**src/design/unique_tag_set_defines.svh**
```systemverilog
// Assertion macros shared by the unique tag set RTL.
// No dependencies; the macros expect clk_i and rst_ni in the including scope.
`ifndef UNIQUE_TAG_SET_DEFINES_SVH
`define UNIQUE_TAG_SET_DEFINES_SVH

// Condition must hold at every clock edge outside reset.
`define UTS_ASSERT_ALWAYS(lbl, cond, msg) \
  lbl: assert property (@(posedge clk_i) disable iff (!rst_ni) (cond)) else $error(msg);

// Consequent must hold in the cycle after the antecedent.
`define UTS_ASSERT_NEXT(lbl, ante, cons, msg) \
  lbl: assert property (@(posedge clk_i) disable iff (!rst_ni) (ante) |=> (cons)) \
    else $error(msg);

`endif

```
**src/design/uts_pkg.sv**
```systemverilog
// Types and codes of the unique tag set.
// No dependencies.
package uts_pkg;

  localparam int unsigned TagW   = 32;
  localparam int unsigned FuncW  = 2;
  localparam int unsigned CountW = 7;

  typedef enum logic [FuncW-1:0] {
    OP_APPEND = 2'd0,
    OP_REMOVE = 2'd1,
    OP_CHECK  = 2'd2,
    OP_CLEAR  = 2'd3
  } uts_func_e;

  typedef enum logic [1:0] {
    ST_IDLE,
    ST_SEARCH,
    ST_SHIFT,
    ST_RESP
  } uts_state_e;

  typedef struct packed {
    logic ok;
    logic full_res;
  } uts_res_t;

endpackage

```
**src/design/uts_if.sv**
```systemverilog
// Handshake channels of the unique tag set: request and response.
// Depends on uts_pkg for the field widths.
interface uts_req_if import uts_pkg::*; ();
  logic              valid;
  logic              ready;
  logic [FuncW-1:0]  func;
  logic [TagW-1:0]   tag;

  modport source (output valid, output func, output tag, input ready);
  modport sink (input valid, input func, input tag, output ready);
endinterface

interface uts_rsp_if import uts_pkg::*; ();
  logic              valid;
  logic              ready;
  logic              ok;
  logic              full_res;
  logic [CountW-1:0] entry_count;

  modport source (output valid, output ok, output full_res, output entry_count, input ready);
  modport sink (input valid, input ok, input full_res, input entry_count, output ready);
endinterface

```
**src/design/unique_tag_set.sv**
```systemverilog
// Channel  | Dir | Fields                      | Role
// req_i    | in  | func, tag                   | operation and tag, one per transfer
// rsp_o    | out | ok, full_res, entry_count   | one result per accepted request
//
// Append, remove and check scan the store one entry a cycle through the single read
// port; the result then passes to the response state, and the sequencer goes back to
// idle before it takes the next request, so requests are handled one at a time.
// A remove that hits stops scanning at the match and shifts the later entries down,
// one per cycle. Clear empties the set in idle and goes straight to the response.
// Reset empties the set at once; the store itself is not cleared.
// A stalled response holds in the output register; the next request is taken meanwhile.
// Depends on uts_pkg, uts_if, uts_mem, uts_ctrl, uts_oreg and unique_tag_set_defines.svh.
`include "unique_tag_set_defines.svh"

module unique_tag_set import uts_pkg::*; #(
  parameter int unsigned CAPACITY = 64
) (
  input  logic    clk_i,
  input  logic    rst_ni,
  uts_req_if.sink req_i,
  uts_rsp_if.source rsp_o
);

  localparam int unsigned AddrW = $clog2(CAPACITY);
  localparam int unsigned CntW  = $clog2(CAPACITY + 1);

  logic             rd_en;
  logic [AddrW-1:0] rd_addr;
  logic [TagW-1:0]  rd_data;
  logic             wr_en;
  logic [AddrW-1:0] wr_addr;
  logic [TagW-1:0]  wr_data;
  logic             res_valid;
  logic             res_ready;
  uts_res_t         res;
  logic [CntW-1:0]  count;

  uts_mem #(
    .Depth (CAPACITY),
    .AddrW (AddrW),
    .DataW (TagW)
  ) u_mem (
    .clk_i     (clk_i),
    .wr_en_i   (wr_en),
    .wr_addr_i (wr_addr),
    .wr_data_i (wr_data),
    .rd_en_i   (rd_en),
    .rd_addr_i (rd_addr),
    .rd_data_o (rd_data)
  );

  uts_ctrl #(
    .Capacity (CAPACITY),
    .AddrW    (AddrW),
    .CntW     (CntW)
  ) u_ctrl (
    .clk_i       (clk_i),
    .rst_ni      (rst_ni),
    .req_i       (req_i),
    .rd_en_o     (rd_en),
    .rd_addr_o   (rd_addr),
    .rd_data_i   (rd_data),
    .wr_en_o     (wr_en),
    .wr_addr_o   (wr_addr),
    .wr_data_o   (wr_data),
    .res_valid_o (res_valid),
    .res_ready_i (res_ready),
    .res_o       (res),
    .count_o     (count)
  );

  uts_oreg #(
    .CntW (CntW)
  ) u_oreg (
    .clk_i       (clk_i),
    .rst_ni      (rst_ni),
    .res_valid_i (res_valid),
    .res_ready_o (res_ready),
    .res_i       (res),
    .count_i     (count),
    .rsp_o       (rsp_o)
  );

  `UTS_ASSERT_ALWAYS(a_count_bound, count <= CntW'(CAPACITY), "tag count exceeds capacity")
  `UTS_ASSERT_NEXT(a_one_at_a_time, req_i.valid && req_i.ready, !req_i.ready, "taken while busy")
  `UTS_ASSERT_ALWAYS(a_idle_no_write, !(req_i.ready && wr_en), "store written while idle")
  `UTS_ASSERT_ALWAYS(a_full_not_ok, !(res_valid && res.ok && res.full_res), "refused append marked ok")

endmodule

```
**src/design/uts_mem.sv**
```systemverilog
// Tag store: one write port and one read port with registered read data.
// No package dependencies.
module uts_mem #(
  parameter int unsigned Depth = 64,
  parameter int unsigned AddrW = 6,
  parameter int unsigned DataW = 32
) (
  input  logic             clk_i,
  input  logic             wr_en_i,
  input  logic [AddrW-1:0] wr_addr_i,
  input  logic [DataW-1:0] wr_data_i,
  input  logic             rd_en_i,
  input  logic [AddrW-1:0] rd_addr_i,
  output logic [DataW-1:0] rd_data_o
);

  logic [DataW-1:0] mem_q [Depth];
  logic [DataW-1:0] rd_data_q;

  always_ff @(posedge clk_i) begin
    if (wr_en_i) begin
      mem_q[wr_addr_i] <= wr_data_i;
    end
  end

  always_ff @(posedge clk_i) begin
    if (rd_en_i) begin
      rd_data_q <= mem_q[rd_addr_i];
    end
  end

  assign rd_data_o = rd_data_q;

endmodule

```
**src/design/uts_ctrl.sv**
```systemverilog
// Sequencer of the unique tag set: linear search, append, shift-down remove and clear.
// Depends on uts_pkg and uts_req_if; drives the tag store ports.
module uts_ctrl import uts_pkg::*; #(
  parameter int unsigned Capacity = 64,
  parameter int unsigned AddrW    = 6,
  parameter int unsigned CntW     = 7
) (
  input  logic             clk_i,
  input  logic             rst_ni,
  uts_req_if.sink          req_i,
  output logic             rd_en_o,
  output logic [AddrW-1:0] rd_addr_o,
  input  logic [TagW-1:0]  rd_data_i,
  output logic             wr_en_o,
  output logic [AddrW-1:0] wr_addr_o,
  output logic [TagW-1:0]  wr_data_o,
  output logic             res_valid_o,
  input  logic             res_ready_i,
  output uts_res_t         res_o,
  output logic [CntW-1:0]  count_o
);

  uts_state_e       state_q, state_d;
  uts_func_e        func_q;
  logic [TagW-1:0]  tag_q;
  logic [CntW-1:0]  count_q, count_d;
  logic [CntW-1:0]  rd_ptr_q, rd_ptr_d;
  logic             pend_q, pend_d;
  logic [AddrW-1:0] pend_idx_q, pend_idx_d;
  logic [CntW-1:0]  sh_rd_q, sh_rd_d;
  logic [AddrW-1:0] sh_wr_q, sh_wr_d;
  uts_res_t         res_q, res_d;
  logic             hit;
  logic             more;
  logic             sh_more;

  // A compare is only meaningful on the cycle after a read was issued.
  assign hit     = pend_q && (rd_data_i == tag_q);
  assign more    = (rd_ptr_q < count_q);
  assign sh_more = (sh_rd_q < count_q);

  always_comb begin
    state_d     = state_q;
    count_d     = count_q;
    rd_ptr_d    = rd_ptr_q;
    pend_d      = pend_q;
    pend_idx_d  = pend_idx_q;
    sh_rd_d     = sh_rd_q;
    sh_wr_d     = sh_wr_q;
    res_d       = res_q;
    rd_en_o     = 1'b0;
    rd_addr_o   = rd_ptr_q[AddrW-1:0];
    wr_en_o     = 1'b0;
    wr_addr_o   = sh_wr_q;
    wr_data_o   = rd_data_i;
    req_i.ready = 1'b0;
    res_valid_o = 1'b0;
    unique case (state_q)
      ST_IDLE: begin
        req_i.ready = 1'b1;
        if (req_i.valid) begin
          rd_ptr_d = '0;
          pend_d   = 1'b0;
          if (uts_func_e'(req_i.func) == OP_CLEAR) begin
            count_d = '0;
            res_d   = '{ok: 1'b1, full_res: 1'b0};
            state_d = ST_RESP;
          end else begin
            state_d = ST_SEARCH;
          end
        end
      end
      ST_SEARCH: begin
        if (hit) begin
          res_d   = '{ok: 1'b1, full_res: 1'b0};
          state_d = ST_RESP;
          if (func_q == OP_REMOVE) begin
            sh_wr_d = pend_idx_q;
            sh_rd_d = CntW'(pend_idx_q) + CntW'(1);
            pend_d  = 1'b0;
            state_d = ST_SHIFT;
          end
        end else if (more) begin
          rd_en_o    = 1'b1;
          rd_ptr_d   = rd_ptr_q + CntW'(1);
          pend_d     = 1'b1;
          pend_idx_d = rd_ptr_q[AddrW-1:0];
        end else if (!pend_q) begin
          // Whole set searched without a match.
          state_d = ST_RESP;
          res_d   = '{ok: 1'b0, full_res: 1'b0};
          if (func_q == OP_APPEND) begin
            if (count_q >= CntW'(Capacity)) begin
              res_d = '{ok: 1'b0, full_res: 1'b1};
            end else begin
              wr_en_o   = 1'b1;
              wr_addr_o = count_q[AddrW-1:0];
              wr_data_o = tag_q;
              count_d   = count_q + CntW'(1);
              res_d     = '{ok: 1'b1, full_res: 1'b0};
            end
          end
        end else begin
          pend_d = 1'b0;
        end
      end
      ST_SHIFT: begin
        // Read entry i+1 while the entry read last cycle is written one place lower.
        if (pend_q) begin
          wr_en_o = 1'b1;
          sh_wr_d = sh_wr_q + AddrW'(1);
        end
        if (sh_more) begin
          rd_en_o   = 1'b1;
          rd_addr_o = sh_rd_q[AddrW-1:0];
          sh_rd_d   = sh_rd_q + CntW'(1);
          pend_d    = 1'b1;
        end else begin
          pend_d = 1'b0;
          if (!pend_q) begin
            count_d = count_q - CntW'(1);
            state_d = ST_RESP;
          end
        end
      end
      ST_RESP: begin
        res_valid_o = 1'b1;
        if (res_ready_i) begin
          state_d = ST_IDLE;
        end
      end
      default: begin
        state_d = ST_IDLE;
      end
    endcase
  end

  always_ff @(posedge clk_i or negedge rst_ni) begin
    if (!rst_ni) begin
      state_q  <= ST_IDLE;
      count_q  <= '0;
      rd_ptr_q <= '0;
      pend_q   <= 1'b0;
    end else begin
      state_q  <= state_d;
      count_q  <= count_d;
      rd_ptr_q <= rd_ptr_d;
      pend_q   <= pend_d;
    end
  end

  always_ff @(posedge clk_i) begin
    if (req_i.valid && req_i.ready) begin
      func_q <= uts_func_e'(req_i.func);
      tag_q  <= req_i.tag;
    end
    pend_idx_q <= pend_idx_d;
    sh_rd_q    <= sh_rd_d;
    sh_wr_q    <= sh_wr_d;
    res_q      <= res_d;
  end

  assign res_o   = res_q;
  assign count_o = count_q;

endmodule

```
**src/design/uts_oreg.sv**
```systemverilog
// Output register of the unique tag set: holds one result until its transfer.
// Depends on uts_pkg and uts_rsp_if.
module uts_oreg import uts_pkg::*; #(
  parameter int unsigned CntW = 7
) (
  input  logic            clk_i,
  input  logic            rst_ni,
  input  logic            res_valid_i,
  output logic            res_ready_o,
  input  uts_res_t        res_i,
  input  logic [CntW-1:0] count_i,
  uts_rsp_if.source       rsp_o
);

  logic              valid_q, valid_d;
  uts_res_t          res_q;
  logic [CountW-1:0] cnt_q;
  logic              load;

  assign res_ready_o = !valid_q || rsp_o.ready;
  assign load        = res_valid_i && res_ready_o;

  always_comb begin
    valid_d = valid_q;
    if (load) begin
      valid_d = 1'b1;
    end else if (rsp_o.ready) begin
      valid_d = 1'b0;
    end
  end

  always_ff @(posedge clk_i or negedge rst_ni) begin
    if (!rst_ni) begin
      valid_q <= 1'b0;
    end else begin
      valid_q <= valid_d;
    end
  end

  always_ff @(posedge clk_i) begin
    if (load) begin
      res_q <= res_i;
      cnt_q <= CountW'(count_i);
    end
  end

  assign rsp_o.valid       = valid_q;
  assign rsp_o.ok          = res_q.ok;
  assign rsp_o.full_res    = res_q.full_res;
  assign rsp_o.entry_count = cnt_q;

endmodule
```
**src/flat_wrapper.sv**
```systemverilog
// flat-port wrapper written by rule: the top's interface ports become plain ports
module unique_tag_set_flat import uts_pkg::*;
#(
  parameter int unsigned CAPACITY = 64
)
  (clk_i, rst_ni, req_i_valid, req_i_func, req_i_tag, req_i_ready, rsp_o_valid, rsp_o_ok, rsp_o_full_res, rsp_o_entry_count, rsp_o_ready);
  uts_req_if req_i_i ();
  uts_rsp_if rsp_o_i ();
  input  logic clk_i;
  input  logic rst_ni;
  input wire logic [$bits(req_i_i.valid)-1:0] req_i_valid;
  input wire logic [$bits(req_i_i.func)-1:0] req_i_func;
  input wire logic [$bits(req_i_i.tag)-1:0] req_i_tag;
  output wire logic [$bits(req_i_i.ready)-1:0] req_i_ready;
  output wire logic [$bits(rsp_o_i.valid)-1:0] rsp_o_valid;
  output wire logic [$bits(rsp_o_i.ok)-1:0] rsp_o_ok;
  output wire logic [$bits(rsp_o_i.full_res)-1:0] rsp_o_full_res;
  output wire logic [$bits(rsp_o_i.entry_count)-1:0] rsp_o_entry_count;
  input wire logic [$bits(rsp_o_i.ready)-1:0] rsp_o_ready;
  assign req_i_i.valid = req_i_valid;
  assign req_i_i.func = req_i_func;
  assign req_i_i.tag = req_i_tag;
  assign req_i_ready = req_i_i.ready;
  assign rsp_o_valid = rsp_o_i.valid;
  assign rsp_o_ok = rsp_o_i.ok;
  assign rsp_o_full_res = rsp_o_i.full_res;
  assign rsp_o_entry_count = rsp_o_i.entry_count;
  assign rsp_o_i.ready = rsp_o_ready;
  unique_tag_set #(.CAPACITY(CAPACITY)) u_core (.clk_i(clk_i), .rst_ni(rst_ni), .req_i(req_i_i), .rsp_o(rsp_o_i));
endmodule
```
**config.mk**
```make
export PLATFORM = sky130hd
export DESIGN_NAME = unique_tag_set_flat
export DESIGN_NICKNAME = d
export VERILOG_FILES = /design/src/design/uts_pkg.sv /design/src/design/uts_if.sv /design/src/design/unique_tag_set.sv /design/src/design/uts_mem.sv /design/src/design/uts_ctrl.sv /design/src/design/uts_oreg.sv /design/src/flat_wrapper.sv
export VERILOG_INCLUDE_DIRS = /design/src /design/src/design
export SDC_FILE = /design/constraint.sdc
export NUM_CORES = 2
export LEC_CHECK = 0
export BUFFER_PORTS_ARGS = -buffer_cell sky130_fd_sc_hd__buf_2
export CAP_MARGIN = 5
export CORE_AREA = 4 4 503 505
export CTS_CLUSTER_SIZE = 14
export DETAILED_ROUTE_END_ITERATION = 6
export DIE_AREA = 0 0 507 509
export PLACE_DENSITY = 0.57
export SLEW_MARGIN = 20
export SYNTH_ARGS = -nofsm -noshare
export SYNTH_HDL_FRONTEND = slang
export SYNTH_SLANG_ARGS = --single-unit
```
**constraint.sdc**
```tcl
create_clock -name clk_i -period 14.1 [get_ports clk_i]
set_clock_uncertainty 0.15 [all_clocks]
set_input_delay 3.525 -clock clk_i [delete_from_list [all_inputs] [get_ports clk_i]]
set_output_delay 3.525 -clock clk_i [all_outputs]
set_load 0.01 [all_outputs]
```
==> results.cfg <==
[setup_path]
r2r_start = u_core.u_ctrl.count_o[1]$_DFFE_PN0P_
cp-startpoint = u_core.u_ctrl.count_o[1]$_DFFE_PN0P_
r2r_slack_ns = 7.33
critPathKind = flop to flop
cp_cell_sequence = inv_1 > ha_1 > a211o_1 > a2111oi_4 > a21o_4 > buf_4 > buf_4 > buf_4 > mux2i_1 > mux2i_1 > o22ai_1 > nor4_1 > o21a_1
r2r_end = u_core.u_mem.rd_data_o[5]$_DFFE_PP_
cp_max_fo = 67
path_buf_inv = 4
endpoint = u_core.u_mem.rd_data_o[5]$_DFFE_PP_
slowest_delay_ns = 0.98
cp-end-kind = flop
cp-start-kind = flop
crit_slowest_cell = nor4_1
cp.required_ns = 14.66
reg2reg_depth = 13
crit_cells = 13
cp_top_family = buffers and inverters
arrival_ns = 7.33
cp_common_cell = buf_4

[pwr]
p_comb_share_pct = 0.1
internal-power_mw = 10.12
powerDensity_nw_per_um2 = 127.8
p_sw_share_pct = 19.30
power_leakage_nw = 26.74
p_switching_mw = 2.419
ir_drop_mv = 0.09862
seqPwrFrac_pct = 55.5
clockPowerShare_pct = 44.5

[cts]
cts.htree.levels = 4
cts.path.max_buffers = 3
cts_made_buffers = 212
clockRootBuffer = clkbuf_16
tritoncts = done
clk_latency_ns = 0.85
clock-sinks = 2162
postCtsSetupBuffers = 0
hold_buffers = 0
clkTransAtPathRegs_ns = 0.06
postCtsResizedCells = 0

[detailed_routing]
wirelength_microns = 265600
vias_per_cell = 5.477
firstDrtPassIters = 5
ant_nets = 0
detail_route.wl_per_cell_microns = 27.45
vias = 52990
drc = 0
first_iter_violations = 7021

[yosys]
synth_edf_count = 2144
ys_ff_latch = 2162
synth_warnings = 0
syn_avg_cell_area_sq_um = 14.23
syn_nets = 6147
synth_cell_types = 62
synth-xor-area-share_pct = 0.4958
synth_mux_area_share_pct = 6.232
netlist_area_sq_um = 86570
synth-simple-area-share_pct = 12.03
yosys.area.top_type = edfxtp_1
syn_inst = 6083
synth_compound_area_share_pct = 3.915
ys.flop_type = edfxtp_1
synth_top_family_by_area = simple AND/OR/NAND/NOR gates
synth_top_area_share_pct = 74.37
seq_area_frac_synth_pct = 74.89
synthAdderAreaFrac_pct = 0.3845
ys_top_cells_by_area = edfxtp_1 (74%), nand2_1 (6.2%), mux2i_1 (5.3%)
synthArstFlopShare_pct = 0.8326

[layout]
drive_above_1_share_pct = 10.48
syn_to_final_growth_pct = 13.31
seq_area_sq_um = 64830
fillCellCount = 22900
multi_input_area_sq_um = 20670
fin_nets = 6233

[global_route]
grt_max_degree = 187
grt_use_total_pct = 20.06
first_global_vias = 50200
grt.overflow.total = 0
antenna_found_initial = 3
grt_pass1_wl_microns = 375800

[sta]
max_freq_mhz = 147.8
rsz0062_at_grt = false
period_share_pct = 47.99
drv_slew = 0
fin_tns_setup_ns = 0
min_period_ns = 6.767
setup_viol = 0
final_hold_viol_count = 0
tightest_slew_ns = 1.334
setup_ws_ns = 7.333
slew-limit-headroom_pct = 11.07

[placement]
place_ws_ns = 7.359
gp_congestion = 0.8403
place.port_buffers = 48
place_hpwl_microns = 141200

[floorplanning]
die_area_sq_um = 258100
start_util_pct = 34.88
fp.dieH_microns = 509
die_w_microns = 507
rows = 183
fp.coreArea_sq_um = 248200
io_pins = 49

[job]
maxCapViolations = 0

[run_status]
status = finished, final reports clean

[worst_hold_path]
min_path_type = flop to flop
==> cells in the final DEF, fill, tap and decap left out, drive strengths merged, types with 26 or more instances in the layout <==
master  instances
a21oi         339
a31oi          29
buf           220
clkbuf        256
clkinv         98
edfxtp       2144
mux2           40
mux2i         461
nand2        1439
nand3         660
nor2           89
nor4          101
o221ai         26
o22ai          59
xnor2          40
==> layer usage <==
| layer | vias to the layer above | share of wire (%) | track usage [%] |
|---|---|---|---|
| met5 | - | 0.0090 | 0 |
| met4 | 4 | 3.6 | 7.292 |
| met3 | 458 | 8.2 | 3.289 |
| met2 | 2470 | 46 | 31.75 |
| met1 | 27170 | 42 | 27.93 |
| li1 | 22890 | - | - |
==> area by class of cell <==
| cell class | count | share of cell area [%] |
|---|---|---|
| antenna | 1 | 0.002551 |
| clock buffer | 256 | 5.620 |
| clock inverter | 133 | 1.254 |
| inverter | 18 | 0.06888 |
| multi-input combinational | 3555 | 21.07 |
| sequential | 2162 | 66.10 |
| tap | 3330 | 4.248 |
| timing repair buffer | 220 | 1.638 |
==> worst min-delay path by stage <==
stage | start | end | slack [ns] | depth (start not counted)
6_report | u_core.u_ctrl.res_o[1]$_SDFFCE_PN1P_ | u_core.u_oreg.rsp_o.ok$_DFFE_PP_ | 0.27 | 0
5_1_grt | u_core.u_ctrl.res_o[1]$_SDFFCE_PN1P_ | u_core.u_oreg.rsp_o.ok$_DFFE_PP_ | 0.27 | 0
4_1_cts | u_core.u_ctrl.res_o[1]$_SDFFCE_PN1P_ | u_core.u_oreg.rsp_o.ok$_DFFE_PP_ | 0.28 | 0
3_5_place_dp | u_core.u_ctrl.res_o[1]$_SDFFCE_PN1P_ | u_core.u_oreg.rsp_o.ok$_DFFE_PP_ | 0.26 | 0
3_3_place_gp | u_core.u_ctrl.res_o[0]$_SDFFCE_PP0P_ | u_core.u_oreg.rsp_o.full_res$_DFFE_PP_ | 0.25 | 0
2_1_floorplan | u_core.u_ctrl.res_o[0]$_SDFFCE_PP0P_ | u_core.u_oreg.rsp_o.full_res$_DFFE_PP_ | 0.25 | 0
==> cells in the mapped netlist, drive strengths merged, types with 10 or more instances <==
cell and number:
a211oi 10, a21oi 339, a31oi 29, and3 22, buf 260, clkbuf 88, dfrtp 18, edfxtp 2144
ha 25, inv 18, mux2 40, mux2i 461, mux4 13, nand2 1439, nand2b 20, nand3 660
nand4 17, nor2 89, nor3 22, nor4 101, o211a 19, o21ai 17, o221ai 26, o22ai 59
o32ai 10, or4 14, xnor2 40
==> worst register-to-register path: stages, from the launching register on <==
cell and delay (ns):
dfrtp_1 0.51, inv_1 0.19, ha_1 0.30, a211o_1 0.31, a2111oi_4 0.48, a21o_4 0.60
buf_4 0.84, buf_4 0.86, buf_4 0.71, mux2i_1 0.19, mux2i_1 0.16, o22ai_1 0.13
nor4_1 0.98, o21a_1 0.23
==> registers in the layout (all words and copies together), names as in the netlist <==
| name | count |
|---|---|
| u_core.u_mem.mem_q | 2048 |
| u_core.u_ctrl.tag_q | 32 |
| u_core.u_mem.rd_data_o | 32 |
| u_core.u_ctrl.count_o | 7 |
| u_core.u_ctrl.rd_ptr_q | 7 |
| u_core.u_ctrl.sh_rd_q | 7 |
| u_core.u_oreg.rsp_o.entry_count | 7 |
| u_core.u_ctrl.pend_idx_q | 6 |
| u_core.u_ctrl.sh_wr_q | 6 |
| u_core.u_ctrl.func_q | 2 |
| u_core.u_ctrl.res_o | 2 |
| u_core.u_ctrl.state_q | 2 |
| u_core.u_ctrl.pend_q | 1 |
| u_core.u_oreg.rsp_o.full_res | 1 |
| u_core.u_oreg.rsp_o.ok | 1 |
| u_core.u_oreg.rsp_o.valid | 1 |
==> per-stage QoR <==
step | hold slack [ns] | std cells | utilization [%] | instance area [sq um] | power (mW)
detailed placement | 0.2598 | 9285 | 36.78 | 91280 | 7.100
global placement | 0.2532 | 9284 | 36.75 | 91210 | 7.099
finish | 0.2684 | 9675 | 39.52 | 98090 | 12.54
CTS | 0.2751 | 9674 | 39.49 | 98030 | 12.61
global route | 0.2667 | 9674 | 39.52 | 98080 | 12.87
floorplan | 0.2503 | 6083 | - | 86570 | 7.092
==> power groups by stage <==
| stage | clock [mW] | combinational, mW | sequential, mW |
|---|---|---|---|
| floorplan | 0 | 0.000540 | 7.09 |
| global placement | 0 | 0.00781 | 7.09 |
| detailed placement | 0 | 0.00799 | 7.09 |
| CTS | 5.65 | 0.00805 | 6.95 |
| global route | 5.91 | 0.00863 | 6.95 |
| finish | 5.57 | 0.00760 | 6.95 |
==> logic make-up after synthesis <==
| logic type | after synthesis |
|---|---|
| AND/OR/NAND/NOR | 2407 |
| XOR/XNOR | 49 |
| AO/OA/AOI/OAI | 559 |
| buffers and inverters | 366 |
| adder cells (fa/ha/maj) | 26 |
| flip-flops | 2162 |
| multiplexers | 514 |
Note: power is estimated with default switching activity, not from simulation.
